File: src/hw/rtl/assert_macros.svh
// Assertion macros for the RTL files that check their own logic.
`ifndef ASSERT_MACROS_SVH
`define ASSERT_MACROS_SVH

// Condition holds at every rising clock edge outside reset.
`define ASSERT_ALWAYS(label, clk, rst_n, cond, msg) \
  label: assert property (@(posedge clk) disable iff (!rst_n) (cond)) else $error(msg);

// Antecedent implies consequent in the same cycle.
`define ASSERT_IMPL(label, clk, rst_n, ante, cons, msg) \
  label: assert property (@(posedge clk) disable iff (!rst_n) (ante) |-> (cons)) else $error(msg);

// Antecedent implies consequent in the next cycle.
`define ASSERT_NEXT(label, clk, rst_n, ante, cons, msg) \
  label: assert property (@(posedge clk) disable iff (!rst_n) (ante) |=> (cons)) else $error(msg);

`endif

File: src/hw/rtl/rnsgd_ram.sv
// Generic single-port-write, registered-read RAM.
module rnsgd_ram #(
  parameter int unsigned Width = 32,
  parameter int unsigned Depth = 64,
  parameter int unsigned AddrW = (Depth > 1) ? $clog2(Depth) : 1
) (
  input  logic             clk_i,
  input  logic             we_i,
  input  logic [AddrW-1:0] waddr_i,
  input  logic [Width-1:0] wdata_i,
  input  logic             re_i,
  input  logic [AddrW-1:0] raddr_i,
  output logic [Width-1:0] rdata_o
);

  logic [Width-1:0] mem_q [Depth];
  logic [Width-1:0] rdata_q;

  // Write port
  always_ff @(posedge clk_i) begin
    if (we_i) begin
      mem_q[waddr_i] <= wdata_i;
    end
  end

  // Registered read, hold when idle
  always_ff @(posedge clk_i) begin
    if (re_i) begin
      rdata_q <= mem_q[raddr_i];
    end
  end

  assign rdata_o = rdata_q;

endmodule

File: config.mk
export PLATFORM = sky130hd
export DESIGN_NAME = rnsgd_ram
export DESIGN_NICKNAME = d
export VERILOG_FILES = /design/src/hw/rtl/assert_macros.svh /design/src/hw/rtl/rnsgd_ram.sv
export SDC_FILE = /design/constraint.sdc
export NUM_CORES = 2
export LEC_CHECK = 0
export ABC_CLOCK_PERIOD_IN_PS = 4210
export BUFFER_PORTS_ARGS = -buffer_cell sky130_fd_sc_hd__clkbuf_2
export CAP_MARGIN = 20
export CORE_ASPECT_RATIO = 1.4
export CORE_UTILIZATION = 40
export CTS_BUF_LIST = sky130_fd_sc_hd__clkbuf_2
export CTS_CLUSTER_SIZE = 14
export DETAILED_ROUTE_END_ITERATION = 6
export MAX_ROUTING_LAYER = met4
export PLACE_DENSITY_LB_ADDON = 0.08
export SYNTH_ARGS = -nofsm -noshare
export SYNTH_HDL_FRONTEND = slang
export SYNTH_SLANG_ARGS = --single-unit
File: constraint.sdc
create_clock -name clk_i -period 4.21 [get_ports clk_i]
set_clock_uncertainty 0.05 [all_clocks]
set_input_delay 0 -clock clk_i [delete_from_list [all_inputs] [get_ports clk_i]]
set_output_delay 0 -clock clk_i [all_outputs]
set_load 0.02 [all_outputs]
==> flow_summary.toml <==
[outcome]
status = "complete, no violations"

[final_layout]
fin_util_pct = 46.3
final_cell_mix = "edfxtp_1 (2080), clkbuf_2 (749), mux4_2 (544)"
layout.cells.most_common = "edfxtp_1"
drive_above_1_share_pct = 37.0
finish.net_count = 4161
fillers = 16700
area_growth_pct = 14.9

[setup_path]
crit_fanout = 21
cp-start-kind = "input pin"
path_buf_inv = 8
cpPeakStageDelay_ps = 1180
end_kind = "register"
crit_chain = "dlygate4sd3_1, dlygate4sd3_1, clkbuf_2, dlygate4sd3_1, nand4_1, dlygate4sd3_1, dlygate4sd3_1, nor2_4, dlygate4sd3_1, buf_4"
critical_path_class = "in2reg"
critPathTopFamily = "buffers and inverters"
cpMostUsedCell = "dlygate4sd3_1"
cp.arrival_ps = 5280
required_ps = 5360
slowest_stage = "dlygate4sd3_1"

[drt]
drc = 0
viasPerCell = 5.61
via_count = 39900
wl_per_cell_um = 34.4
first_pass_iters = 5
ant_nets = 0
routed_wl_um = 245000
first_iter_violations = 3739

[timing]
fmax_mhz = 243
finalHoldViolCount = 0
period_needed_ps = 4120
fin_crit_sh_pct = 97.9
fin_setup_tns_ps = 0
maxSlewViolCount = 0
rsz0062_at_grt = "no"
max_slew_margin_pct = 20.4
worstMarginPinSlew_ps = 1190
finalSetupViolCount = 0

[synthesis]
seq_area_frac_synth_pct = 79.2
avgSynthCellArea_sq_um = 23.7
yosys_warnings = 0
yosysTopAreaCell = "edfxtp_1"
netlist.area_leader.share_pct = 79.2
ys_types = 33
ys_top_cells_by_area = "edfxtp_1 (79%), mux4_2 (16%), mux2i_1 (1.2%)"
synth_nets = 3371
synthCells = 3324
netlist_area_sq_um = 78800
ys_seq_elements = 2080

[die]
die_area_sq_um = 199000
core_sq_um = 196000
initial_core_util_pct = 40.3
fp-row-count = 192
die_h_um = 527
ios = 79
die_w_um = 377

[global_routing]
antenna_found_initial = 24
track_usage_pct = 25.7
grt_pass1_vias = 42800
grt_pass1_wl_um = 338000
grt_overflow = 0
grt_max_degree = 64

[clock_network]
clockRootBuffer = "clkbuf_2"
tritoncts = "done"
cts.reportedPaths.clkPinSlew_ps = 110
htree_levels = 5
clockBufferDepth = 4
cts_buffers = 482
post_cts.repair.setup_buffers = 0
insertion_delay_ps = 1750
clock_sinks = 2080

[flow_run]
maxCapViolCount = 0

[pwr]
ir_drop_v = 0.000246
p_per_area_nw_per_um2 = 421
p_leak_nw = 29.1

[placed_design]
io_buffers = 78
gp_congestion = 0.820
place.detailed.hpwl_um = 136000

[worst_hold_path]
hold_path_class = "in2reg"
==> tightest hold or removal path: stages <==
cell and delay [ps]:
dlygate4sd3_1 560, buf_8 300, mux2i_1 270, nor2_1 110, o32ai_1 180, buf_4 170
nor3_1 60
==> layout make-up <==
type,instances,area (sq um),share of cell area (%)
well taps,2619,3280,3.62
flip-flops and latches,2080,62500,69.0
repair buffers,488,4650,5.13
diodes,14,35.0,0.0387
multi-input cells,1062,16000,17.6
clock inverters,179,797,0.880
clock buffers,676,3380,3.74
==> cells by family (layout without fill, tap and decap cells) <==
kind of cell,Yosys count,after routing,share of synthesized area (%)
other,0,14,0
AND/OR/NAND/NOR,223,223,1.26
multiplexers,637,637,16.7
AO/OA/AOI/OAI,202,202,1.67
buffers and inverters,182,1343,1.12
flip-flops,2080,2080,79.2
==> power breakdown <==
group	leakage (nW)	internal (W)	switching, W	total [W]
Clock	3.18	0.00448	0.00799	0.0125
Combinational	7.20	0.000983	0.00166	0.00265
Sequential	18.7	0.0229	0.0000791	0.0230
Total	29.1	0.0284	0.00973	0.0381
==> cell usage after synthesis <==
| cell | n |
|---|---|
| a21oi_1 | 62 |
| a22oi_1 | 12 |
| a311oi_1 | 8 |
| a31oi_1 | 1 |
| a41o_1 | 4 |
| and2_1 | 2 |
| and3_1 | 4 |
| buf_1 | 21 |
| buf_2 | 57 |
| buf_4 | 25 |
| buf_6 | 5 |
| clkbuf_1 | 74 |
| edfxtp_1 | 2080 |
| mux2i_1 | 93 |
| mux4_2 | 544 |
| nand2_1 | 26 |
| nand2b_1 | 8 |
| nand3_1 | 5 |
| nand3b_1 | 5 |
| nand4_1 | 2 |
| nand4b_1 | 1 |
| nor2_1 | 137 |
| nor2b_1 | 15 |
| nor3_1 | 7 |
| o221ai_1 | 27 |
| o22ai_1 | 84 |
| o32ai_1 | 4 |
| or2_0 | 1 |
| or2_1 | 1 |
| or2_2 | 1 |
| or3_1 | 3 |
| or3b_1 | 2 |
| or3b_2 | 3 |
==> stage by stage <==
stage	cells	total power, W	hold WS, ps	area, sq um	setup slack [ps]
2_1_floorplan	3324	0.0246	48.9	78800	1000
3_3_place_gp	6061	0.0259	326	84100	486
3_5_place_dp	6063	0.0259	365	84100	478
4_1_cts	7104	0.0386	7.08	90500	119
5_1_grt	7116	0.0396	93.0	90600	99.0
6_report	7118	0.0381	215	90600	87.2
==> layer usage <==
metal | share of wire, % | track usage, % | vias up | routed length, um
li1 | - | - | 16300 | -
met5 | 0 | - | - | 0
met4 | 3.4 | 9.14 | 0 | 8420
met2 | 53 | 43.9 | 1509 | 129000
met3 | 5.7 | 4.17 | 382 | 13900
met1 | 38 | 30.6 | 21800 | 93200
==> state kept, by name, indices dropped and copies added (netlist names) <==
register,cells
mem_q,2048
rdata_o,32
==> worst paths after layout <==
| check | start | endpoint | cells after the start | slack (ps) |
|---|---|---|---|---|
| hold / removal | raddr_i[1] | rdata_o[8]$_DFFE_PP_ | 7 | 220 |
| hold reg to reg | mem_q[29][4]$_DFFE_PP_ | rdata_o[4]$_DFFE_PP_ | 4 | 770 |
| setup reg to reg | mem_q[40][6]$_DFFE_PP_ | rdata_o[6]$_DFFE_PP_ | 10 | 190 |
| setup / recovery | waddr_i[0] | mem_q[51][15]$_DFFE_PP_ | 10 | 90 |
==> repair_timing <==
action	4_1_cts	5_1_grt
gates resized for setup	0	1
hold endpoints to repair	4160	0
hold buffers	186	0
setup endpoints to repair	0	2
(Power assumes the default switching activity.)
